`src/sv/sender_report_clock_drift_tracker_defines.svh`:
```
// Assertion macros shared by the clock drift tracker.
`ifndef SENDER_REPORT_CLOCK_DRIFT_TRACKER_DEFINES_SVH
`define SENDER_REPORT_CLOCK_DRIFT_TRACKER_DEFINES_SVH
// Implication checked on every clock edge outside reset.
`define SRCD_ASSERT_IMP(label, ante, cons) \
    label: assert property (@(posedge clk) disable iff (!rst_n) (ante) |-> (cons)) \
        else $error("assertion failed");
// Next-cycle implication checked outside reset.
`define SRCD_ASSERT_NEXT(label, ante, cons) \
    label: assert property (@(posedge clk) disable iff (!rst_n) (ante) |=> (cons)) \
        else $error("assertion failed");
`endif

```
`src/sv/srcd_pkg.sv`:
```
// Package with the shared types and constants of the clock drift tracker.
package srcd_pkg;
    localparam logic [2:0] ST_ACCEPT  = 3'd0;
    localparam logic [2:0] ST_NO_REP  = 3'd1;
    localparam logic [2:0] ST_BEHIND  = 3'd2;
    localparam logic [2:0] ST_REP_OK  = 3'd3;
    localparam logic [2:0] ST_REP_BAD = 3'd4;
    localparam logic [15:0] INTERVAL_RESET = 16'd1000;
    localparam logic [36:0] PPM_Q16_SCALE = 37'd65536000000;
    localparam logic [47:0] SAT_POS = 48'h7FFF_FFFF_FFFF;
    localparam logic [47:0] SAT_NEG = 48'h8000_0000_0000;

    // Commands from the controller to the datapath.
    typedef struct packed {
        logic capture;    // latch the input transaction and evaluate it
        logic div_start;  // load the divider for the current operand
        logic div_sel;    // 0 last period, 1 since start
        logic div_step;   // one restoring division step
        logic div_store;  // store the saturated quotient
        logic commit;     // update state and form the result
    } srcd_cmd_t;

    // Status from the datapath to the controller.
    typedef struct packed {
        logic is_frame;
        logic frame_ok;
        logic need;
    } srcd_stat_t;

    function automatic logic rtp_before(input logic [31:0] a, input logic [31:0] b);
        if (a[31] == b[31])
            rtp_before = a < b;
        else
            rtp_before = a[30:0] > b[30:0];
    endfunction
endpackage

```
`src/sv/srcd_ctrl.sv`:
```
// Controller state machine of the clock drift tracker.
module srcd_ctrl
(
    input  logic                 clk,
    input  logic                 rst_n,
    input  logic                 in_fire,
    input  logic                 out_fire,
    input  srcd_pkg::srcd_stat_t stat,
    output srcd_pkg::srcd_cmd_t  cmd,
    output logic                 busy,
    output logic                 out_valid
);
    import srcd_pkg::*;

    typedef enum logic [5:0] {
        S_IDLE  = 6'b000001,
        S_EVAL  = 6'b000010,
        S_LOAD  = 6'b000100,
        S_DIV   = 6'b001000,
        S_STORE = 6'b010000,
        S_OUT   = 6'b100000
    } state_t;

    state_t state_reg, state_next;
    logic [6:0] cnt_reg, cnt_next;
    logic sel_reg, sel_next;

    always_comb
    begin
        state_next = state_reg;
        cnt_next = cnt_reg;
        sel_next = sel_reg;
        cmd = '0;
        cmd.div_sel = sel_reg;
        unique case (state_reg)
            S_IDLE:
            begin
                if (in_fire)
                begin
                    cmd.capture = 1'b1;
                    state_next = S_EVAL;
                end
            end
            S_EVAL:
            begin
                if (stat.is_frame && stat.frame_ok && stat.need)
                begin
                    sel_next = 1'b0;
                    state_next = S_LOAD;
                end
                else
                begin
                    cmd.commit = 1'b1;
                    state_next = S_OUT;
                end
            end
            S_LOAD:
            begin
                cmd.div_start = 1'b1;
                cnt_next = '0;
                state_next = S_DIV;
            end
            S_DIV:
            begin
                cmd.div_step = 1'b1;
                cnt_next = cnt_reg + 7'd1;
                if (cnt_reg == 7'd127)
                    state_next = S_STORE;
            end
            S_STORE:
            begin
                cmd.div_store = 1'b1;
                if (sel_reg)
                begin
                    cmd.commit = 1'b1;
                    state_next = S_OUT;
                end
                else
                begin
                    sel_next = 1'b1;
                    state_next = S_LOAD;
                end
            end
            S_OUT:
            begin
                if (out_fire)
                    state_next = S_IDLE;
            end
            default: state_next = S_IDLE;
        endcase
    end

    assign busy = (state_reg != S_IDLE);
    assign out_valid = (state_reg == S_OUT);

    always_ff @(posedge clk or negedge rst_n)
    begin
        if (!rst_n)
        begin
            state_reg <= S_IDLE;
            cnt_reg <= '0;
            sel_reg <= 1'b0;
        end
        else
        begin
            state_reg <= state_next;
            cnt_reg <= cnt_next;
            sel_reg <= sel_next;
        end
    end
endmodule

```
`src/sv/srcd_dp.sv`:
```
// Datapath of the clock drift tracker: kept report, drift state and divider.
module srcd_dp
(
    input  logic                 clk,
    input  logic                 rst_n,
    input  srcd_pkg::srcd_cmd_t  cmd,
    output srcd_pkg::srcd_stat_t stat,
    input  logic [15:0]          stats_period,
    input  logic                 op,
    input  logic                 report_ok,
    input  logic [7:0]           info_version,
    input  logic [31:0]          rtp_time,
    input  logic [63:0]          sender_time,
    input  logic [63:0]          receive_time,
    output logic [2:0]           status,
    output logic                 new_stream_info,
    output logic                 stats_updated,
    output logic signed [63:0]   clock_offset,
    output logic signed [63:0]   drift_last,
    output logic signed [47:0]   ppm_last,
    output logic signed [63:0]   drift_total,
    output logic signed [47:0]   ppm_total,
    output logic signed [63:0]   delay_min,
    output logic signed [63:0]   delay_max
);
    import srcd_pkg::*;

    // Captured transaction.
    logic op_reg, ok_reg;
    logic [7:0] ver_reg;
    logic [31:0] rtp_reg;
    logic [63:0] stime_reg, rx_reg;
    // Kept report and tracking state.
    logic rep_valid_reg, seen_reg;
    logic [31:0] rep_rtp_reg;
    logic [63:0] rep_stime_reg, rep_arr_reg;
    logic [7:0] rep_ver_reg;
    logic [63:0] last_rx_reg, period_rx_reg, period_diff_reg;
    logic [63:0] start_rx_reg, start_diff_reg, min_reg, max_reg;
    logic need_reg;
    // Divider.
    logic [127:0] num_reg;
    logic [63:0] rem_reg, dmag_reg;
    logic [127:0] quo_reg;
    logic neg_reg, dzero_reg;
    logic [47:0] ppm_l_reg;

    logic [63:0] diff, delay, dl, dt, num_sel, den_sel, nmag, dmag;
    logic first, no_rep, acc, upd;
    logic signed [16:0] ms_m1;
    logic signed [63:0] thr;
    logic [64:0] rem_sh;
    logic [63:0] qmag;
    logic [47:0] ppm_val;
    logic [77:0] nx, nscaled;

    assign diff = rx_reg - rep_stime_reg;
    assign delay = rx_reg - rep_arr_reg;
    assign first = !seen_reg;
    assign dl = diff - (first ? diff : period_diff_reg);
    assign dt = diff - (first ? diff : start_diff_reg);
    assign ms_m1 = $signed({1'b0, stats_period}) - 17'sd1;
    assign thr = 64'(ms_m1 * 38'sd1000000);

    assign no_rep = !rep_valid_reg || rtp_before(rep_rtp_reg, rtp_reg);
    assign stat.is_frame = op_reg;
    assign stat.frame_ok = !no_rep && !rtp_before(rtp_reg, rep_rtp_reg);
    assign stat.need = need_reg;
    assign acc = op_reg && stat.frame_ok;
    assign upd = acc && need_reg;

    assign num_sel = cmd.div_sel ? dt : dl;
    assign den_sel = cmd.div_sel ? (rx_reg - (first ? rx_reg : start_rx_reg))
                                 : (rx_reg - (first ? rx_reg : period_rx_reg));
    assign nmag = num_sel[63] ? (64'd0 - num_sel) : num_sel;
    assign dmag = den_sel[63] ? (64'd0 - den_sel) : den_sel;
    // The Q.16 ppm scale is 15625 * 2^22; 15625 = 2^14 - 2^10 + 2^8 + 2^3 + 1.
    assign nx = {14'd0, nmag};
    assign nscaled = (nx << 14) - (nx << 10) + (nx << 8) + (nx << 3) + nx;

    assign rem_sh = {rem_reg, num_reg[127]};
    assign qmag = (quo_reg[127:64] != 0 || quo_reg[63:0] > {16'd0, SAT_NEG})
                  ? {16'd0, SAT_NEG} + 64'd1 : quo_reg[63:0];

    always_comb
    begin
        if (dzero_reg)
            ppm_val = '0;
        else if (neg_reg)
            ppm_val = (qmag > {16'd0, SAT_NEG}) ? SAT_NEG : (48'd0 - qmag[47:0]);
        else
            ppm_val = (qmag > {16'd0, SAT_POS}) ? SAT_POS : qmag[47:0];
    end

    always_ff @(posedge clk)
    begin
        if (cmd.capture)
        begin
            op_reg <= op;
            ok_reg <= report_ok;
            ver_reg <= info_version;
            rtp_reg <= rtp_time;
            stime_reg <= sender_time;
            rx_reg <= receive_time;
            need_reg <= $signed(last_rx_reg - period_rx_reg) >= thr;
        end
        if (cmd.div_start)
        begin
            num_reg <= {28'd0, nscaled, 22'd0};
            rem_reg <= '0;
            quo_reg <= '0;
            dmag_reg <= dmag;
            neg_reg <= num_sel[63] != den_sel[63];
            dzero_reg <= (dmag == 64'd0);
        end
        if (cmd.div_step)
        begin
            num_reg <= {num_reg[126:0], 1'b0};
            if (rem_sh >= {1'b0, dmag_reg})
            begin
                rem_reg <= rem_sh[63:0] - dmag_reg;
                quo_reg <= {quo_reg[126:0], 1'b1};
            end
            else
            begin
                rem_reg <= rem_sh[63:0];
                quo_reg <= {quo_reg[126:0], 1'b0};
            end
        end
        // The since-start quotient is taken straight from the divider at commit.
        if (cmd.div_store && !cmd.div_sel)
            ppm_l_reg <= ppm_val;
        if (cmd.commit)
        begin
            if (!op_reg)
                status <= ok_reg ? ST_REP_OK : ST_REP_BAD;
            else if (no_rep)
                status <= ST_NO_REP;
            else if (!stat.frame_ok)
                status <= ST_BEHIND;
            else
                status <= ST_ACCEPT;
            new_stream_info <= !op_reg && ok_reg && (!rep_valid_reg || ver_reg != rep_ver_reg);
            stats_updated <= upd;
            clock_offset <= acc ? diff : '0;
            drift_last <= upd ? dl : '0;
            ppm_last <= upd ? ppm_l_reg : '0;
            drift_total <= upd ? dt : '0;
            ppm_total <= upd ? ppm_val : '0;
            delay_min <= !acc ? '0
                       : (first || $signed(delay) < $signed(min_reg)) ? delay : min_reg;
            delay_max <= !acc ? '0
                       : (first || $signed(delay) > $signed(max_reg)) ? delay : max_reg;
        end
    end

    always_ff @(posedge clk or negedge rst_n)
    begin
        if (!rst_n)
        begin
            rep_valid_reg <= 1'b0;
            seen_reg <= 1'b0;
            rep_rtp_reg <= '0;
            rep_stime_reg <= '0;
            rep_arr_reg <= '0;
            rep_ver_reg <= '0;
            last_rx_reg <= '0;
            period_rx_reg <= '0;
            period_diff_reg <= '0;
            start_rx_reg <= '0;
            start_diff_reg <= '0;
            min_reg <= '0;
            max_reg <= '0;
        end
        else if (cmd.commit)
        begin
            if (!op_reg)
            begin
                rep_arr_reg <= rx_reg;
                rep_valid_reg <= ok_reg;
                if (ok_reg)
                begin
                    rep_rtp_reg <= rtp_reg;
                    rep_stime_reg <= stime_reg;
                    rep_ver_reg <= ver_reg;
                end
            end
            else if (stat.frame_ok)
            begin
                seen_reg <= 1'b1;
                last_rx_reg <= rx_reg;
                if (first)
                begin
                    start_rx_reg <= rx_reg;
                    start_diff_reg <= diff;
                end
                if (first || need_reg)
                begin
                    period_rx_reg <= rx_reg;
                    period_diff_reg <= diff;
                end
                if (first || $signed(delay) < $signed(min_reg))
                    min_reg <= delay;
                if (first || $signed(delay) > $signed(max_reg))
                    max_reg <= delay;
            end
        end
    end
endmodule

```
`src/sv/sender_report_clock_drift_tracker.sv`:
```
// Top level of the sender-report clock drift tracker.
// The block takes one transaction at a time on the input channel (valid and
// ready): either a sender report (op 0) or a data frame (op 1). Each input
// transaction gives exactly one result transaction on the output channel.
// A report, a rejected frame or a frame without a statistics update is
// evaluated in the EVAL state; the result is offered the cycle after that,
// and a new input is taken only once that result has been delivered. A
// frame that closes a statistics period runs two 128-step restoring
// divisions for the ppm figures, last period first and then since start,
// one step per cycle in a single shared divider; its result is offered
// once both quotients are stored, and the next input waits for its delivery.
// The divider sets the throughput; ready returns high the cycle after the
// result transaction completes.
// When the receiver stalls, the result is held in its output registers and
// no new input is taken until it is delivered.
// Reset (rst_n low, asynchronous) clears the kept report, the drift state
// and the controller; the statistics interval register returns to 1000 ms.
// The register is written over the APB port at address 0 and should be
// written only while the block is idle.
module sender_report_clock_drift_tracker
(
    input  logic               clk,
    input  logic               rst_n,
    input  logic               psel,
    input  logic               penable,
    input  logic               pwrite,
    input  logic [1:0]         paddr,
    input  logic [31:0]        pwdata,
    output logic [31:0]        prdata,
    output logic               pready,
    input  logic               in_valid,
    output logic               in_ready,
    input  logic               op,
    input  logic               report_ok,
    input  logic [7:0]         info_version,
    input  logic [31:0]        rtp_time,
    input  logic [63:0]        sender_time,
    input  logic [63:0]        receive_time,
    output logic               out_valid,
    input  logic               out_ready,
    output logic [2:0]         status,
    output logic               new_stream_info,
    output logic               stats_updated,
    output logic signed [63:0] clock_offset,
    output logic signed [63:0] drift_last,
    output logic signed [47:0] ppm_last,
    output logic signed [63:0] drift_total,
    output logic signed [47:0] ppm_total,
    output logic signed [63:0] delay_min,
    output logic signed [63:0] delay_max
);
    import srcd_pkg::*;
`include "sender_report_clock_drift_tracker_defines.svh"

    logic [15:0] interval_reg;
    srcd_cmd_t cmd;
    srcd_stat_t stat;
    logic busy, in_fire, out_fire;

    assign pready = 1'b1;
    assign prdata = (paddr == 2'd0) ? {16'd0, interval_reg} : 32'd0;

    always_ff @(posedge clk or negedge rst_n)
    begin
        if (!rst_n)
            interval_reg <= INTERVAL_RESET;
        else if (psel && penable && pwrite && paddr == 2'd0)
            interval_reg <= pwdata[15:0];
    end

    assign in_ready = !busy;
    assign in_fire = in_valid && in_ready;
    assign out_fire = out_valid && out_ready;

    srcd_ctrl u_ctrl
    (
        .clk(clk), .rst_n(rst_n), .in_fire(in_fire), .out_fire(out_fire),
        .stat(stat), .cmd(cmd), .busy(busy), .out_valid(out_valid)
    );

    srcd_dp u_dp
    (
        .clk(clk), .rst_n(rst_n), .cmd(cmd), .stat(stat), .stats_period(interval_reg),
        .op(op), .report_ok(report_ok), .info_version(info_version),
        .rtp_time(rtp_time), .sender_time(sender_time), .receive_time(receive_time),
        .status(status), .new_stream_info(new_stream_info),
        .stats_updated(stats_updated), .clock_offset(clock_offset),
        .drift_last(drift_last), .ppm_last(ppm_last), .drift_total(drift_total),
        .ppm_total(ppm_total), .delay_min(delay_min), .delay_max(delay_max)
    );

    // An accepted input leaves the block busy in the next cycle.
    `SRCD_ASSERT_NEXT(a_busy_after_accept, in_fire, busy)
    // A result is only shown while a transaction is in flight.
    `SRCD_ASSERT_IMP(a_valid_busy, out_valid, busy)
    // Only accepted frames can report a statistics update.
    `SRCD_ASSERT_IMP(a_upd_accept, out_valid && stats_updated, status == ST_ACCEPT)
endmodule
```
`config.mk`:
```
export PLATFORM = sky130hd
export DESIGN_NAME = sender_report_clock_drift_tracker
export DESIGN_NICKNAME = d
export VERILOG_FILES = /design/src/sv/srcd_pkg.sv /design/src/sv/srcd_ctrl.sv /design/src/sv/srcd_dp.sv /design/src/sv/sender_report_clock_drift_tracker.sv
export VERILOG_INCLUDE_DIRS = /design/src /design/src/sv
export SDC_FILE = /design/constraint.sdc
export NUM_CORES = 2
export LEC_CHECK = 0
export BUFFER_PORTS_ARGS = -buffer_cell sky130_fd_sc_hd__buf_2
export CAP_MARGIN = 10
export CORE_MARGIN = 2
export CORE_UTILIZATION = 64
export CTS_BUF_LIST = sky130_fd_sc_hd__clkbuf_2
export CTS_CLUSTER_DIAMETER = 120
export DETAILED_ROUTE_END_ITERATION = 6
export HOLD_SLACK_MARGIN = 0.1
export PLACE_DENSITY = 0.83
export SLEW_MARGIN = 10
export SYNTH_ARGS = -nofsm -noshare
export SYNTH_HDL_FRONTEND = slang
export SYNTH_SLANG_ARGS = --single-unit
```
`constraint.sdc`:
```
create_clock -name clk -period 14 [get_ports clk]
set_input_delay 2.8 -clock clk [delete_from_list [all_inputs] [get_ports clk]]
set_output_delay 2.8 -clock clk [all_outputs]
set_load 0.005 [all_outputs]
```
==> run summary <==
Top area cells in the synthesized netlist -> edfxtp_1, dfrtp_1, ha_1
Drt total wl -> 325700 um
Average vias per placed instance -> 5.995
Simple logic cell fraction of the synthesized area -> 0.1406
Register bit total from synthesis -> 1652
Met2 wire len -> 150600 um
Largest net degree at the start of global routing -> 192
Crit path launch -> u_dp.rep_stime_reg[30]$_DFFE_PN0P_
I/O pin total -> 667
Max FFs per register -> 128
Maximum fanout along the worst path -> 7
First-pass GRT wire length -> 495000 um
Cells after Synth -> 11300
Global route total overflow -> 0
Clk root buf -> clkbuf_2
DRT Pass-1 Iters -> 6
Crit-path most repeated cell -> a21o_1
Wl on met1 -> 129300 um
Sequential fraction of the synthesis area -> 0.4172
Initial Utilization -> 0.6458
Highest Signal Layer -> met5
Maximum root-to-sink buffer count -> 4
Reg2Reg Depth -> 57
Clock sinks -> 1652
Die Y -> 420.7 um
Fin crit period -> 13.38 ns
Final cell count without fillers -> 15110
Avg Cell Area, Syn -> 9.839 um^2
Crit path DAT -> 15.01 ns
Worst hold stages -> 1
Die footprint -> 177000 um^2
Crit Path Class -> flip-flop to flip-flop
R2R Setup Slk -> 0.62 ns
Top FF cell, synth -> edfxtp_1
Synth cell types -> 122
Placed Cells -> 14300
Hold path start -> u_dp.ver_reg[2]$_DFFE_PP_
Hold Crit Class -> flip-flop to flip-flop
Top-area cell type share of the netlist area -> 0.2712
RR Endpoint -> u_dp.num_reg[96]$_DFFE_PP_
Most common cell after layout, fill and taps aside -> nor2_1
Die Span X -> 420.7 um
Max Clk Rate -> 74.73 MHz
Slowest stage delay, CP -> 0.53 ns
Vias in the first global route -> 89280
Post-synth EDFFs -> 1004
Startpoint Class -> flip-flop
Worst Hold Path EP -> u_dp.rep_ver_reg[2]$_DFFE_PN0P_
Clk slew on worst S/H paths -> 0.11 ns
Period utilization -> 0.9558
Commonest cells after routing, fill and taps aside -> nor2_1, edfxtp_1, a21oi_1
Cts hold-fix bufs -> 0
Synth Cell Area -> 111200 um^2
Worst Path Buf+Inv -> 10
GRT Util Overall -> 0.3611
Rel. slew slack -> 0.1592
Largest family of logic cells by synthesized area -> adder cells
Cell type with the highest aggregate area in the netlist -> edfxtp_1
Placer Congestion -> 0.9987
CP Capture Type -> flip-flop
Final hold vios -> 0
# Max-Cap Violations -> 0
DRC errors left -> 0
Fraction of layout cells with a size suffix above 1 -> 0.1829
Post-synthesis share of cell area spent on xor and xnor gates -> 0.05172
Data required time of the critical path -> 15.63 ns
Post-DP HPWL -> 247900 um
Syn-to-layout area delta -> 11.04%
Drt wl/cell -> 21.56 um
Final setup violation count -> 0
Iteration-0 DRC Markers -> 8364
Core area -> 172100 um^2
# H-tree levels -> 5
Post-synthesis compound-gate area fraction -> 0.1461
Slew @ Worst Pin -> 1.261 ns
Final ANT Viol Nets -> 0
Layout Nets -> 13790
Outcome -> complete, no violations
FFs w/ async S/R, synth -> 0.3923
Buffers added on ports -> 633
Adder and majority gate portion of the synthesized area -> 0.1472
Multiplexer area fraction after synthesis -> 0.04975
Cell Rows -> 152
Clock Skew -> 0.3200 ns
Via count -> 90590
Worst-skew pair later-pin latency -> 1.98 ns
Antenna violations before repair -> 57
CP delay by family, top -> compound AO/OA/AOI/OAI gates
Highest-delay cell along the critical path -> fa_1
Max Slew Vio Count -> 0
CTS tree -> built
Num CTS Buffers -> 423
Met3 wire length -> 23870 um
Worst r2r src -> u_dp.rep_stime_reg[30]$_DFFE_PN0P_
Ys Warns -> 0
## worst max path at each step
stage / endpoint / slack [ns] / cells after the start
6_report: u_dp.num_reg[96]$_DFFE_PP_ / 0.62 / 57
5_1_grt: u_dp.num_reg[81]$_DFFE_PP_ / -0.08 / 65
4_1_cts: u_dp.num_reg[99]$_DFFE_PP_ / 0.08 / 64
3_5_place_dp: u_dp.num_reg[99]$_DFFE_PP_ / 0.09 / 60
3_3_place_gp: u_dp.num_reg[99]$_DFFE_PP_ / 0.26 / 61
2_1_floorplan: u_dp.num_reg[99]$_DFFE_PP_ / 1.08 / 60
## metal layers
| layer | GRT usage | vias up |
|---|---|---|
| li1 | - | 42300 |
| met1 | 0.4574 | 43440 |
| met2 | 0.5796 | 3900 |
| met3 | 0.05880 | 928 |
| met4 | 0.2293 | 14 |
| met5 | 0 | - |
## cell families (layout without fill, tap and decap cells)
group,after synthesis,count (layout)
AO/OA/AOI/OAI,2639,2639
XOR/XNOR,643,643
adder cells (fa/ha/maj),1159,1159
buffers and inverters,1379,2812
flip-flops,1652,1652
multiplexers,502,502
other,2,72
AND/OR/NAND/NOR,3321,3321
## what timing repair did
action | 4_1_cts | 5_1_grt
buffers inserted | 0 | 2
pin swaps | 0 | 9
resized for setup | 3 | 40
endpoints found under the setup margin | 2 | 20
## per-stage QoR
step / hold WS (ns) / worst slack, ns / setup TNS, ns / cell area (um^2) / utilization
after global routing: 0.4657 / -0.08188 / -0.2630 / 123400 / 0.7169
after global placement: 0.4545 / 0.2574 / 0 / 119400 / 0.6935
after CTS: 0.4415 / 0.07787 / 0 / 123100 / 0.7154
final: 0.4302 / 0.6181 / 0 / 123400 / 0.7171
after detailed placement: 0.4607 / 0.08783 / 0 / 119400 / 0.6935
after floorplan: 0.4428 / 1.080 / 0 / 111200 / -
## area by class of cell
type / instances / area (um^2)
timing repair buffer: 1099 / 6743
tap: 2310 / 2890
clock buffer: 607 / 3038
fill: 12740 / 48690
sequential: 1652 / 46380
inverter: 962 / 3630
antenna: 54 / 135.1
multi-input combinational: 8282 / 59910
clock inverter: 144 / 703.2
## synth_stat cells (36+ instances only)
| cell type | instances |
|---|---|
| xor2_1 | 225 |
| nand2b_1 | 129 |
| and2_1 | 340 |
| nand2_1 | 827 |
| or2_2 | 36 |
| nand3_1 | 136 |
| edfxtp_1 | 1004 |
| nor2_1 | 1175 |
| a21oi_1 | 1000 |
| nor2b_1 | 116 |
| buf_1 | 36 |
| nand4_1 | 146 |
| and3_1 | 67 |
| mux2_2 | 400 |
| o21ai_0 | 581 |
| or3_1 | 45 |
| xnor2_1 | 409 |
| nor3_1 | 148 |
| fa_1 | 249 |
| dfrtp_1 | 641 |
| o21a_1 | 80 |
| a21o_1 | 355 |
| o31ai_1 | 45 |
| ha_1 | 907 |
| a31oi_1 | 85 |
| inv_1 | 960 |
| o21bai_1 | 90 |
| nor4_1 | 71 |
| clkbuf_1 | 353 |
| mux2i_1 | 101 |
| a211oi_1 | 60 |
Power is not shown: default switching activity piles up to over one toggle a cycle in this logic, so the estimate is an artifact.
